===== src/rtl/ccsc_pkg.sv =====
`timescale 1ns / 1ps
// Shared types, widths and codes for the core count scaling controller.
// Depends on nothing; every other file imports it.
package ccsc_pkg;

    localparam int DEF_MAX_CORES      = 64;
    localparam int DEF_UTIL_FRAC_BITS = 8;

    localparam int IDLE_W     = 40;
    localparam int TOTAL_W    = 40;
    localparam int WEIGHTED_W = 48;
    localparam int LIVE_W     = 12;
    localparam int ACTIVE_W   = 7;
    localparam int ACTION_W   = 2;
    localparam int UTIL_W     = 16;

    localparam int PERIOD_W   = 32;
    localparam int MAXC_W     = 7;
    localparam int TPC_W      = 7;
    localparam int HYST_W     = 8;

    localparam int CFG_IDX_W  = 2;
    localparam int CFG_DATA_W = 32;

    localparam logic [PERIOD_W-1:0] PERIOD_RESET = 32'd100000000;
    localparam logic [MAXC_W-1:0]   MAXC_RESET   = 7'd64;
    localparam logic [TPC_W-1:0]    TPC_RESET    = 7'd56;
    localparam logic [HYST_W-1:0]   HYST_RESET   = 8'd51;

    localparam logic [UTIL_W-1:0]   UTIL_SAT     = 16'hFFFF;

    typedef enum logic [CFG_IDX_W-1:0] {
        REG_PERIOD_CYCLES    = 2'd0,
        REG_MAX_CORES        = 2'd1,
        REG_THREADS_PER_CORE = 2'd2,
        REG_HYSTERESIS       = 2'd3
    } cfg_reg_t;

    typedef enum logic [ACTION_W-1:0] {
        ACT_NONE   = 2'd0,
        ACT_GROW   = 2'd1,
        ACT_SHRINK = 2'd2
    } action_t;

    typedef struct packed {
        logic load;
        logic step;
        logic finish;
    } ccsc_cmd_t;

    typedef struct packed {
        logic div_last;
        logic out_free;
    } ccsc_status_t;

endpackage


===== src/rtl/ccsc_if.sv =====
`timescale 1ns / 1ps
// Valid/ready channel interfaces for measurement items and scaling results.
// Depends on ccsc_pkg for field widths.
interface ccsc_in_if
    import ccsc_pkg::*;
();
    logic                  valid;
    logic                  ready;
    logic [IDLE_W-1:0]     idle_delta;
    logic [TOTAL_W-1:0]    total_delta;
    logic [WEIGHTED_W-1:0] weighted_delta;
    logic [LIVE_W-1:0]     live_threads;
    logic [ACTIVE_W-1:0]   active_cores;

    modport source (output valid, idle_delta, total_delta, weighted_delta, live_threads,
                    active_cores, input ready);
    modport sink   (input valid, idle_delta, total_delta, weighted_delta, live_threads,
                    active_cores, output ready);
endinterface

interface ccsc_out_if
    import ccsc_pkg::*;
();
    logic                valid;
    logic                ready;
    logic [ACTION_W-1:0] action;
    logic [UTIL_W-1:0]   utilization_q8_8;

    modport source (output valid, action, utilization_q8_8, input ready);
    modport sink   (input valid, action, utilization_q8_8, output ready);
endinterface


===== src/rtl/ccsc_ctrl.sv =====
`timescale 1ns / 1ps
// Sequencing state machine: accept, divide, decide and hand off one transaction.
// Depends on ccsc_pkg for the command and status structs.
module ccsc_ctrl
    import ccsc_pkg::*;
(
    input  logic         clk,
    input  logic         rst_n,
    input  logic         in_valid,
    output logic         in_ready,
    input  ccsc_status_t status,
    output ccsc_cmd_t    cmd
);

    typedef enum logic [1:0] {
        ST_IDLE,
        ST_DIVIDE,
        ST_DECIDE
    } state_t;

    state_t state_reg;
    state_t state_next;
    logic   in_ready_reg;

    always_comb
    begin
        state_next = state_reg;
        cmd        = '0;
        case (state_reg)
            ST_IDLE:
            begin
                if (in_valid)
                begin
                    cmd.load   = 1'b1;
                    state_next = ST_DIVIDE;
                end
            end
            ST_DIVIDE:
            begin
                cmd.step = 1'b1;
                if (status.div_last)
                begin
                    state_next = ST_DECIDE;
                end
            end
            ST_DECIDE:
            begin
                if (status.out_free)
                begin
                    cmd.finish = 1'b1;
                    state_next = ST_IDLE;
                end
            end
            default:
            begin
                state_next = ST_IDLE;
            end
        endcase
    end

    always_ff @(posedge clk or negedge rst_n)
    begin
        if (!rst_n)
        begin
            state_reg    <= ST_IDLE;
            in_ready_reg <= 1'b1;
        end
        else
        begin
            state_reg    <= state_next;
            in_ready_reg <= (state_next == ST_IDLE);
        end
    end

    assign in_ready = in_ready_reg;

endmodule


===== src/rtl/ccsc_datapath.sv =====
`timescale 1ns / 1ps
// Configuration registers, bit-serial divider, ramp-up level memory and result register.
// Depends on ccsc_pkg; driven by ccsc_ctrl through the command struct.
module ccsc_datapath
    import ccsc_pkg::*;
#(
    parameter int MAX_CORES      = DEF_MAX_CORES,
    parameter int UTIL_FRAC_BITS = DEF_UTIL_FRAC_BITS
)
(
    input  logic                  clk,
    input  logic                  rst_n,
    input  logic                  cfg_we,
    input  logic [CFG_IDX_W-1:0]  cfg_index,
    input  logic [CFG_DATA_W-1:0] cfg_wdata,
    input  logic [IDLE_W-1:0]     idle_delta,
    input  logic [TOTAL_W-1:0]    total_delta,
    input  logic [WEIGHTED_W-1:0] weighted_delta,
    input  logic [LIVE_W-1:0]     live_threads,
    input  logic [ACTIVE_W-1:0]   active_cores,
    input  ccsc_cmd_t             cmd,
    output ccsc_status_t          status,
    output logic                  out_valid,
    input  logic                  out_ready,
    output logic [ACTION_W-1:0]   out_action,
    output logic [UTIL_W-1:0]     out_util
);

    localparam int DW    = TOTAL_W + UTIL_FRAC_BITS;
    localparam int CNT_W = $clog2(DW);
    localparam int IDX_W = $clog2(MAX_CORES);
    localparam int HW    = HYST_W + UTIL_FRAC_BITS;
    localparam int SW    = ((HW > UTIL_W) ? HW : UTIL_W) + 1;
    localparam int AW    = 9;

    logic [PERIOD_W-1:0] period_reg;
    logic [MAXC_W-1:0]   max_cores_reg;
    logic [TPC_W-1:0]    tpc_reg;
    logic [HYST_W-1:0]   hyst_reg;

    logic [DW-1:0]       dvd_reg;
    logic [PERIOD_W-1:0] rem_reg;
    logic [UTIL_W-1:0]   quot_reg;
    logic                sat_reg;
    logic [CNT_W-1:0]    cnt_reg;

    logic                grow_reg;
    logic [ACTIVE_W-1:0] active_reg;
    logic [LIVE_W-1:0]   live_reg;
    logic [UTIL_W-1:0]   level_reg;
    logic                level_valid_reg;

    logic [UTIL_W-1:0]   mem [MAX_CORES];
    logic [MAX_CORES-1:0] valid_reg;

    logic                out_valid_reg;
    logic [ACTION_W-1:0] out_action_reg;
    logic [UTIL_W-1:0]   out_util_reg;

    logic [TOTAL_W-1:0]  used;
    logic [AW-1:0]       active_w;
    logic [AW-1:0]       rd_w;
    logic                rd_in_range;
    logic [IDX_W-1:0]    rd_idx;
    logic [AW-1:0]       wr_w;
    logic [IDX_W-1:0]    wr_idx;
    logic                grow_now;

    logic [PERIOD_W:0]   rem_shift;
    logic [PERIOD_W+1:0] diff;
    logic                ge;
    logic [PERIOD_W-1:0] rem_next;

    logic [UTIL_W-1:0]   util;
    logic [UTIL_W-1:0]   level;
    logic [HW-1:0]       hyst_val;
    logic [SW-1:0]       util_sum;
    logic [13:0]         slots;
    logic [13:0]         live2;
    logic                shrink_now;
    action_t             action_now;

    // Operand capture
    always_comb
    begin
        used        = (total_delta > idle_delta) ? (total_delta - idle_delta) : '0;
        active_w    = AW'(active_cores);
        rd_w        = active_w - AW'(1);
        rd_in_range = (rd_w < AW'(MAX_CORES));
        rd_idx      = rd_w[IDX_W-1:0];
        grow_now    = (active_w < AW'(max_cores_reg)) && (active_w < AW'(MAX_CORES)) &&
                      (weighted_delta > WEIGHTED_W'(total_delta));
        wr_w        = AW'(active_reg);
        wr_idx      = wr_w[IDX_W-1:0];
    end

    // Restoring division step
    always_comb
    begin
        rem_shift = {rem_reg, dvd_reg[DW-1]};
        diff      = {1'b0, rem_shift} - {2'b00, period_reg};
        ge        = !diff[PERIOD_W+1];
        rem_next  = ge ? diff[PERIOD_W-1:0] : rem_shift[PERIOD_W-1:0];
    end

    // Decision
    always_comb
    begin
        util       = sat_reg ? UTIL_SAT : quot_reg;
        level      = level_valid_reg ? level_reg : '0;
        hyst_val   = {hyst_reg, {UTIL_FRAC_BITS{1'b0}}} >> 8;
        util_sum   = SW'(util) + SW'(hyst_val);
        slots      = 14'(active_reg) * 14'(tpc_reg);
        live2      = {1'b0, live_reg, 1'b0};
        shrink_now = (active_reg != '0) && (util_sum < SW'(level)) && (live2 < slots);
        if (grow_reg)
        begin
            action_now = ACT_GROW;
        end
        else if (shrink_now)
        begin
            action_now = ACT_SHRINK;
        end
        else
        begin
            action_now = ACT_NONE;
        end
    end

    always_ff @(posedge clk or negedge rst_n)
    begin
        if (!rst_n)
        begin
            period_reg      <= PERIOD_RESET;
            max_cores_reg   <= MAXC_RESET;
            tpc_reg         <= TPC_RESET;
            hyst_reg        <= HYST_RESET;
            cnt_reg         <= '0;
            valid_reg       <= '0;
            level_valid_reg <= 1'b0;
            out_valid_reg   <= 1'b0;
        end
        else
        begin
            if (cfg_we)
            begin
                case (cfg_reg_t'(cfg_index))
                    REG_PERIOD_CYCLES:    period_reg    <= cfg_wdata[PERIOD_W-1:0];
                    REG_MAX_CORES:        max_cores_reg <= cfg_wdata[MAXC_W-1:0];
                    REG_THREADS_PER_CORE: tpc_reg       <= cfg_wdata[TPC_W-1:0];
                    REG_HYSTERESIS:       hyst_reg      <= cfg_wdata[HYST_W-1:0];
                    default:              ;
                endcase
            end
            if (cmd.load)
            begin
                cnt_reg         <= '0;
                level_valid_reg <= valid_reg[rd_idx] && rd_in_range;
            end
            else if (cmd.step)
            begin
                cnt_reg <= cnt_reg + CNT_W'(1);
            end
            if (cmd.finish && grow_reg)
            begin
                valid_reg[wr_idx] <= 1'b1;
            end
            if (cmd.finish)
            begin
                out_valid_reg <= 1'b1;
            end
            else if (out_ready)
            begin
                out_valid_reg <= 1'b0;
            end
        end
    end

    always_ff @(posedge clk)
    begin
        if (cmd.load)
        begin
            dvd_reg    <= {used, {UTIL_FRAC_BITS{1'b0}}};
            rem_reg    <= '0;
            quot_reg   <= '0;
            sat_reg    <= 1'b0;
            grow_reg   <= grow_now;
            active_reg <= active_cores;
            live_reg   <= live_threads;
        end
        else if (cmd.step)
        begin
            dvd_reg  <= dvd_reg << 1;
            rem_reg  <= rem_next;
            quot_reg <= {quot_reg[UTIL_W-2:0], ge};
            sat_reg  <= sat_reg | quot_reg[UTIL_W-1];
        end
        if (cmd.finish)
        begin
            out_action_reg <= action_now;
            out_util_reg   <= util;
        end
    end

    // Ramp-up level memory
    always_ff @(posedge clk)
    begin
        if (cmd.load)
        begin
            level_reg <= mem[rd_idx];
        end
        if (cmd.finish && grow_reg)
        begin
            mem[wr_idx] <= util;
        end
    end

    assign status.div_last = (cnt_reg == CNT_W'(DW - 1));
    assign status.out_free = !out_valid_reg || out_ready;
    assign out_valid       = out_valid_reg;
    assign out_action      = out_action_reg;
    assign out_util        = out_util_reg;

    a_finish_slot_free: assert property (@(posedge clk) disable iff (!rst_n)
        cmd.finish |-> status.out_free)
        else $error("result loaded while output register occupied");

    a_write_in_range: assert property (@(posedge clk) disable iff (!rst_n)
        (cmd.finish && grow_reg) |-> (AW'(active_reg) < AW'(MAX_CORES)))
        else $error("ramp-up level write outside table");

    a_finish_sets_valid: assert property (@(posedge clk) disable iff (!rst_n)
        cmd.finish |=> out_valid_reg)
        else $error("result not presented after finish");

    a_valid_from_finish: assert property (@(posedge clk) disable iff (!rst_n)
        $rose(out_valid_reg) |-> $past(cmd.finish))
        else $error("result appeared without finish");

endmodule


===== src/rtl/core_count_scaling_controller_core.sv =====
`timescale 1ns / 1ps
// Top level of the core count scaling controller.
// Depends on ccsc_pkg, ccsc_if, ccsc_ctrl and ccsc_datapath.

// Each transaction on item is one measurement period; the block answers with exactly one
// transaction on result carrying the scaling action and the Q8.8 utilization. Operands are
// captured at the accepting edge. The bit-serial restoring divider produces one quotient
// bit per cycle, then the decide state chooses the action and loads the result register.
// The decide state holds while the previous result still waits in the output register,
// which delays the next item. The next item is taken once the result is loaded into the
// output register, even if it has not yet been taken. The ramp-up level table
// is cleared at reset through per-entry valid bits, so no clearing pass is needed.
// Configuration is written through cfg_we, cfg_index and cfg_wdata and must only change while
// the block is idle.
module core_count_scaling_controller_core
    import ccsc_pkg::*;
#(
    parameter int MAX_CORES      = DEF_MAX_CORES,
    parameter int UTIL_FRAC_BITS = DEF_UTIL_FRAC_BITS
)
(
    input  logic                  clk,
    input  logic                  rst_n,
    input  logic                  cfg_we,
    input  logic [CFG_IDX_W-1:0]  cfg_index,
    input  logic [CFG_DATA_W-1:0] cfg_wdata,
    ccsc_in_if.sink               item,
    ccsc_out_if.source            result
);

    ccsc_cmd_t    cmd;
    ccsc_status_t status;
    logic         in_ready;

    ccsc_ctrl u_ctrl (
        .clk      (clk),
        .rst_n    (rst_n),
        .in_valid (item.valid),
        .in_ready (in_ready),
        .status   (status),
        .cmd      (cmd)
    );

    ccsc_datapath #(
        .MAX_CORES      (MAX_CORES),
        .UTIL_FRAC_BITS (UTIL_FRAC_BITS)
    ) u_datapath (
        .clk            (clk),
        .rst_n          (rst_n),
        .cfg_we         (cfg_we),
        .cfg_index      (cfg_index),
        .cfg_wdata      (cfg_wdata),
        .idle_delta     (item.idle_delta),
        .total_delta    (item.total_delta),
        .weighted_delta (item.weighted_delta),
        .live_threads   (item.live_threads),
        .active_cores   (item.active_cores),
        .cmd            (cmd),
        .status         (status),
        .out_valid      (result.valid),
        .out_ready      (result.ready),
        .out_action     (result.action),
        .out_util       (result.utilization_q8_8)
    );

    assign item.ready = in_ready;

endmodule

===== src/flat_wrapper.sv =====
// flat-port wrapper written by rule: the top's interface ports become plain ports
module core_count_scaling_controller_core_flat import ccsc_pkg::*;
#(
    parameter int MAX_CORES      = DEF_MAX_CORES,
    parameter int UTIL_FRAC_BITS = DEF_UTIL_FRAC_BITS
)
  (clk, rst_n, cfg_we, cfg_index, cfg_wdata, item_valid, item_idle_delta, item_total_delta, item_weighted_delta, item_live_threads, item_active_cores, item_ready, result_valid, result_action, result_utilization_q8_8, result_ready);
  ccsc_in_if item_i ();
  ccsc_out_if result_i ();
  input  logic clk;
  input  logic rst_n;
  input  logic cfg_we;
  input  logic [CFG_IDX_W-1:0] cfg_index;
  input  logic [CFG_DATA_W-1:0] cfg_wdata;
  input wire logic [$bits(item_i.valid)-1:0] item_valid;
  input wire logic [$bits(item_i.idle_delta)-1:0] item_idle_delta;
  input wire logic [$bits(item_i.total_delta)-1:0] item_total_delta;
  input wire logic [$bits(item_i.weighted_delta)-1:0] item_weighted_delta;
  input wire logic [$bits(item_i.live_threads)-1:0] item_live_threads;
  input wire logic [$bits(item_i.active_cores)-1:0] item_active_cores;
  output wire logic [$bits(item_i.ready)-1:0] item_ready;
  output wire logic [$bits(result_i.valid)-1:0] result_valid;
  output wire logic [$bits(result_i.action)-1:0] result_action;
  output wire logic [$bits(result_i.utilization_q8_8)-1:0] result_utilization_q8_8;
  input wire logic [$bits(result_i.ready)-1:0] result_ready;
  assign item_i.valid = item_valid;
  assign item_i.idle_delta = item_idle_delta;
  assign item_i.total_delta = item_total_delta;
  assign item_i.weighted_delta = item_weighted_delta;
  assign item_i.live_threads = item_live_threads;
  assign item_i.active_cores = item_active_cores;
  assign item_ready = item_i.ready;
  assign result_valid = result_i.valid;
  assign result_action = result_i.action;
  assign result_utilization_q8_8 = result_i.utilization_q8_8;
  assign result_i.ready = result_ready;
  core_count_scaling_controller_core #(.MAX_CORES(MAX_CORES), .UTIL_FRAC_BITS(UTIL_FRAC_BITS)) u_core (.clk(clk), .rst_n(rst_n), .cfg_we(cfg_we), .cfg_index(cfg_index), .cfg_wdata(cfg_wdata), .item(item_i), .result(result_i));
endmodule

===== config.mk =====
export PLATFORM = sky130hd
export DESIGN_NAME = core_count_scaling_controller_core_flat
export DESIGN_NICKNAME = d
export VERILOG_FILES = /design/src/rtl/ccsc_pkg.sv /design/src/rtl/ccsc_if.sv /design/src/rtl/ccsc_ctrl.sv /design/src/rtl/ccsc_datapath.sv /design/src/rtl/core_count_scaling_controller_core.sv /design/src/flat_wrapper.sv
export SDC_FILE = /design/constraint.sdc
export NUM_CORES = 2
export LEC_CHECK = 0
export ABC_AREA = 1
export BUFFER_PORTS_ARGS = -buffer_cell sky130_fd_sc_hd__buf_2
export CORE_MARGIN = 1
export CORE_UTILIZATION = 56
export CTS_CLUSTER_SIZE = 20
export DETAILED_ROUTE_END_ITERATION = 8
export HOLD_SLACK_MARGIN = 0.12
export PLACE_DENSITY = 0.76
export REMOVE_ABC_BUFFERS = 1
export SETUP_SLACK_MARGIN = 0.2
export SYNTH_ARGS = -nofsm -noshare
export SYNTH_HDL_FRONTEND = slang
export SYNTH_SLANG_ARGS = --single-unit

===== constraint.sdc =====
create_clock -name clk -period 5 [get_ports clk]
set_clock_uncertainty 0.15 [all_clocks]
set_input_delay 0.25 -clock clk [delete_from_list [all_inputs] [get_ports clk]]
set_output_delay 0.25 -clock clk [all_outputs]
set_load 0.03 [all_outputs]

; ---- After elaboration in Yosys (flattened, before gate mapping)
; Memory sizes are Yosys's and may differ from the RTL's. A register that Yosys moved wholly into a read port is not among the register bits.
; Index checks and enable logic that the tools add are counted.
[word_totals]
regBits = 256
ramBits = 1024
input_bits = 186
output_inout_bits = 20
elab_cells = 90
mem_count = 1
[op_classes]
n_addsub = 5
multipliers = 1
n_lt_le_gt_ge = 10
n_eq_ne = 6
mux = 26
bitwise = 2
n_reduce_logical = 20
[memory_table]
columns = memory, depth, width, rd, rd_clocked_by_memory_dff, wr, line
row1 = u_core.u_datapath.mem, 64, 16, 1, 1, 1, ccsc_datapath.sv:53  ; logic [UTIL_W-1:0] mem [MAX_CORES];
[op_table]
columns = cell, n
row1 = 48-bit 2-to-1 mux, 2
row2 = 64-bit OR, 1
row3 = 48-bit by 40-bit greater-than comparator with 1-bit output, 1
row4 = 40-bit greater-than comparator, 1
row5 = 40-bit 2-to-1 mux, 1
row6 = 40-bit subtractor, 1
row7 = 33-bit by 32-bit subtractor with 34-bit output, 1
row8 = 16-bit 2-to-1 mux, 2
row9 = 32-bit 2-to-1 mux, 1
row10 = 16-bit by 8-bit adder with 17-bit output, 1
row11 = 17-bit by 16-bit < comparator with 1-bit output, 1
row12 = 13-bit by 14-bit < comparator with 1-bit output, 1
row13 = "6-bit by 7-bit < comparator with 1-bit output, second input constant", 2
row14 = 7-bit by 7-bit multiplier with 14-bit output, 1
row15 = 6-bit 2-to-1 mux, 2
row16 = 1-bit 2-to-1 mux, 11
row17 = "9-bit by 7-bit < comparator with 1-bit output, second input constant", 1
row18 = 2-bit 2-to-1 mux, 4
row19 = 2-bit AND reduction, 4
row20 = "7-bit by 1-bit subtractor with 8-bit output, second input constant", 1
row21 = 1-bit logical AND, 7
row22 = 7-bit < comparator, 1
row23 = "7-bit < comparator, second input constant", 1
row24 = 7-bit nonzero test, 1
row25 = 13 further kinds, 20

; ---- Logic depth before layout (Yosys ltp)
[logic_depth]
depth_word = 7
depth_mapped = 25
ltp_nobuf = 24

; ---- Modules after synthesis
; A second synthesis with hierarchy kept.
[hier_totals]
hier_cells = 5675
hier_area_um2 = 60596.9
[by_module_without_submodules]
columns = mod, n_inst, cells_each, area_per_inst_um2, seq_area_each_um2
row1 = ccsc_datapath, 1, 5659, 60453.0, 37731.2
row2 = ccsc_ctrl, 1, 16, 143.9, 76.3

; ---- Worst setup path before layout
; No wires, ideal clock.
[synth_timing]
path_kind = register -> register
startpoint = reg u_core.u_datapath.tpc_reg[5]
endpoint = reg u_core.u_datapath.out_action_reg[1], in the netlist u_core.u_datapath.out_action[1], data pin
setup_ns = 0.257
arrival_ns = 4.681
required_time_ns = 4.593
path_slack_ns = -0.088
stages_incl_launch_ff = 24
n_path_buf = 1
period_less_slack_ns = 5.088
cell_sequence = dfstp_2 clkbuf_1 nand2_1 fa_1 fa_1 inv_1 fa_1 inv_1 fa_1 inv_1 ha_1 nand2_1 nand2_1 nand3_1 nand2_1 a21oi_1 o21ai_0 xor2_1 ha_1 a21oi_1 o21bai_1 nand3_1 nand3_1 nor2_1
[synth_between]
elab_chain_len = 4
[synth_rtl]
columns = item, line
row1 = "start, declared", ccsc_datapath.sv:38  ; logic [TPC_W-1:0] tpc_reg;
row2 = "start signal, assigned", ccsc_datapath.sv:150  ; REG_THREADS_PER_CORE: tpc_reg <= cfg_wdata[TPC_W-1:0];
row3 = 7-bit by 7-bit multiplier with 14-bit output, ccsc_datapath.sv:113  ; slots = 14'(active_reg) * 14'(tpc_reg);
row4 = 13-bit by 14-bit < comparator with 1-bit output, ccsc_datapath.sv:115  ; shrink_now = (active_reg != '0) && (util_sum < SW'(level)) && (live2 < slots);
row5 = 1-bit logical AND, ccsc_datapath.sv:115
row6 = 2-bit 2-to-1 mux, ccsc_datapath.sv:120  ; else if (shrink_now)
row7 = "end signal, assigned", ccsc_datapath.sv:200  ; out_action_reg <= action_now;
row8 = "end, declared", ccsc_datapath.sv:57  ; logic [ACTION_W-1:0] out_action_reg;
; No other way between the ends.
; A chain may end at the register's enable or synchronous reset.

; ---- Worst setup path in the final report
[layout_timing]
startpoint = reg u_core.u_datapath.active_reg[3]
endpoint = reg u_core.u_datapath.out_action_reg[1], in the netlist u_core.u_datapath.out_action[1], data pin
[layout_between]
elab_chain_len = 4
word_cells_on_any_way = 6
classes_between = 1 x mul / 1 x order compare / 1 x mux / 3 x reduce/logical
[layout_rtl]
columns = item, line
row1 = "start, declared", ccsc_datapath.sv:48  ; logic [ACTIVE_W-1:0] active_reg;
row2 = "start signal, assigned", ccsc_datapath.sv:188  ; active_reg <= active_cores;
row3 = 7-bit by 7-bit multiplier with 14-bit output / 7-bit nonzero test (equally long branches), "ccsc_datapath.sv:113, ccsc_datapath.sv:115"
row4 = 13-bit by 14-bit < comparator with 1-bit output / 1-bit logical AND (equally long branches), ccsc_datapath.sv:115
row5 = 1-bit logical AND (*), ccsc_datapath.sv:115
row6 = 2-bit 2-to-1 mux (*), ccsc_datapath.sv:120
; Every way passes the cells marked *; elsewhere a longest branch is shown, timed or not.

==> key figures <==
Pwr
  – Max VDD drop: 0.388 mV
  – P_leak: 26.6 nW
  – PD cells: 446 nW/µm²
  – Total chip power: 31.0 mW

Clock tree
  – CTS tree: yes
  – Cell at the root of the clock tree: clkbuf_16
  – Longest Clk Path Bufs: 3
  – CTS clk-pin slew, worst paths: 0.07 ns
  – TritonCTS Buffers: 133
  – H-tree depth: 4
  – Clock Latency Late Sink: 0.76 ns
  – CTS Sinks: 1296

Layout
  – Final Cell Area: 69400 µm²
  – Area delta synth->final: 15.5%
  – Fillers: 7682
  – Max FFs per register: 1024
  – Nets: 6385
  – Share of layout cells above drive strength 1: 0.110

Global routing
  – Total gr overflow: 0
  – First-pass GRT wire length: 254000 µm
  – Number of global-route vias before repair: 44086
  – Total GRT Usage: 0.308
  – Largest net degree at the start of global routing: 221
  – Initial antenna violation count: 9

Die
  – Initial Util: 0.568
  – DIE HEIGHT: 330 µm
  – IO Pins: 206
  – Die X: 330 µm
  – Die Area: 109000 µm²
  – Core area: 106000 µm²
  – Cell row count: 119

Worst setup path
  – Critical path required time: 5.34 ns
  – Worst path cell trace: nand2_1 -> inv_1 -> fa_1 -> inv_2 -> fa_1 -> inv_1 -> fa_1 -> inv_2 -> fa_1 -> inv_2 -> ha_4 -> nand2_1 -> nand2_1 -> nand3_1 -> nand2_2 -> a21oi_4 -> xor2_1 -> ha_1 -> inv_2 -> o31ai_4 -> a21oi_2 -> nor3_2 -> nor2_1
  – Critical path data arrival time: 5.30 ns
  – CP Class: reg -> reg
  – Crit path capture type: flop
  – Startpoint types: flop
  – Largest fanout on the critical path: 4
  – Crit-path max cell delay: 0.54 ns
  – Critical path's slowest cell: fa_1

Yosys
  – #FFs+latches synth: 1296
  – Post-synthesis sequential area ratio: 0.629
  – Asr flop ratio synth: 0.0995
  – Ranking of synthesized cells by area: edfxtp_1, o21ai_0, nor2_1
  – Ys Warns: 0
  – Ys flop type: edfxtp_1
  – Largest area contributor in the synthesized netlist: edfxtp_1
  – Distinct cells, synth: 55
  – Synth cell count leaders: edfxtp_1, nor2_1, nand2_1, o21ai_0, inv_1
  – Mean Syn Cell Area: 10.8 µm²
  – Yosys top cell area share: 0.558
  – Mapped cell area: 60100 µm²
  – EDFF count, synth: 1118
  – Most frequent cell after synthesis: edfxtp_1
  – Post-synthesis instance total: 5590

Timing
  – Final setup fails: 0
  – FMAX: 202 MHz
  – Max transition margin: 0.294
  – Final Max Slew Viols: 0
  – Final Hold Fails: 0
  – Setup ws final: 0.0446 ns
  – Fin crit share: 0.991
  – Worst-margin pin slew: 1.06 ns
  – RSZ-0062 raised after global routing: yes
  – Final Critical Period: 4.96 ns

Drt
  – Drc violations: 0
  – Routed vias: 45357
  – Vias/cell: 6.06
  – Drt total wl: 168000 µm
  – Initial detailed-routing violation count: 5287
  – Wire length per cell: 22.5 µm
  – Antenna violation net count after detailed routing: 0
  – Initial DRT Pass Iterations: 6

Placed design
  – Input/output buffers: 205
  – Placed cell area: 62900 µm²
  – GPL Wtd Cong: 0.985
  – Pre-CTS setup slack: -0.175 ns
  – Post-DP HPWL: 98500 µm

Status
  – Status: completed

Flow run
  – Max-cap violations: 0

Min path
  – Hold crit path type: in -> reg
-- metal layers --
layer	part of all wire	GRT usage
met1	0.39	0.410
met2	0.47	0.493
met3	0.10	0.0573
met4	0.043	0.142
met5	0.000077	0
-- logic make-up (layout without fill, tap and decap cells) --
group           after synthesis  in the layout  share of synthesized area
compound gates             1277           1277                      0.125
xor+xnor                     66             66                     0.0101
fa+ha+maj                   214            214                     0.0479
buf+inv                     775           1272                     0.0521
flops                      1296           1296                      0.629
mux                           1              1                   0.000167
other cells                   0              6                          0
simple gates               1961           1961                      0.135
-- metrics by stage --
stage	TNS (ns)	hold WS (ns)	utilization	cells
2_1_floorplan	-156.57	-0.196	-	5288
3_3_place_gp	-0.137	0.235	0.594	7031
3_5_place_dp	-0.175	0.241	0.594	7031
4_1_cts	0	0.125	0.655	7477
5_1_grt	-0.136	0.171	0.656	7479
6_report	0	0.160	0.656	7484
-- layout make-up --
class | count | area [µm²] | share of cell area
repair buffers | 562 | 4400 | 0.0633
clock inverters | 60 | 696 | 0.0100
well taps | 1391 | 1740 | 0.0251
multi-input cells | 3519 | 19300 | 0.279
diodes | 6 | 15.0 | 0.000216
inverters | 473 | 1790 | 0.0258
flip-flops and latches | 1296 | 37800 | 0.545
clock buffers | 177 | 3640 | 0.0524
-- critical path: cells and delay by family, from the launching register on --
| kind | cells | cell delay, ns |
|---|---|---|
| flip-flops | 1 | 0.39 |
| buffers and inverters | 6 | 0.31 |
| AND/OR/NAND/NOR | 7 | 0.62 |
| adder cells (fa/ha/maj) | 6 | 2.70 |
| AO/OA/AOI/OAI | 3 | 0.35 |
| XOR/XNOR | 1 | 0.18 |
-- path summary, 6_finish.rpt --
kind,start,to,slack [ns],cells after the start
hold / removal,item_total_delta[28],u_core.u_datapath.dvd_reg[36],0.16,5
setup reg to reg,u_core.u_datapath.active_reg[3],u_core.u_datapath.out_action[1],0.04,23
max in group asynchronous,rst_n,u_core.u_datapath.valid_reg[25],3.45,4
hold reg to reg,u_core.u_datapath.valid_reg[38],u_core.u_datapath.valid_reg[38],0.31,2
min in group asynchronous,rst_n,u_core.u_datapath.period_reg[26],0.61,3
setup / recovery,u_core.u_datapath.active_reg[3],u_core.u_datapath.out_action[1],0.04,23
-- layout by cell type (no fill, tap or decap), types with 11 or more instances in the layout --
| master | n |
|---|---|
| inv_2 | 17 |
| o22ai_1 | 108 |
| clkbuf_16 | 135 |
| clkinv_2 | 16 |
| nand2_1 | 690 |
| buf_4 | 139 |
| edfxtp_1 | 1118 |
| dlygate4sd3_1 | 206 |
| o21ai_1 | 11 |
| nand4_1 | 63 |
| dfrtp_1 | 108 |
| nor3_1 | 29 |
| nand3_1 | 281 |
| or2_1 | 15 |
| nor2_1 | 810 |
| o21ai_2 | 12 |
| o221ai_1 | 159 |
| clkbuf_1 | 32 |
| or2_2 | 21 |
| ha_1 | 185 |
| o21ai_0 | 670 |
| nand2_2 | 17 |
| xor2_1 | 32 |
| o211ai_1 | 111 |
| fa_1 | 27 |
| buf_12 | 11 |
| inv_1 | 454 |
| a21oi_1 | 157 |
| clkinv_1 | 15 |
| buf_2 | 203 |
| dfstp_2 | 21 |
| xnor2_1 | 30 |
| dfxtp_1 | 49 |
-- what timing repair did --
item / 4_1_cts / 5_1_grt
pin swaps: 19 / 12
endpoints found under the hold margin: 222 / 0
endpoints found under the setup margin: 1 / 1
setup buffers: 2 / 1
hold buffers: 207 / 0
resized for setup: 15 / 11
-- report_power, final --
part | total (mW) | internal (mW) | switching [mW]
clock | 9.77 | 5.51 | 4.25
sequential | 13.3 | 13.0 | 0.276
combinational | 7.91 | 2.56 | 5.35
Power figures use the tool's default switching activity.
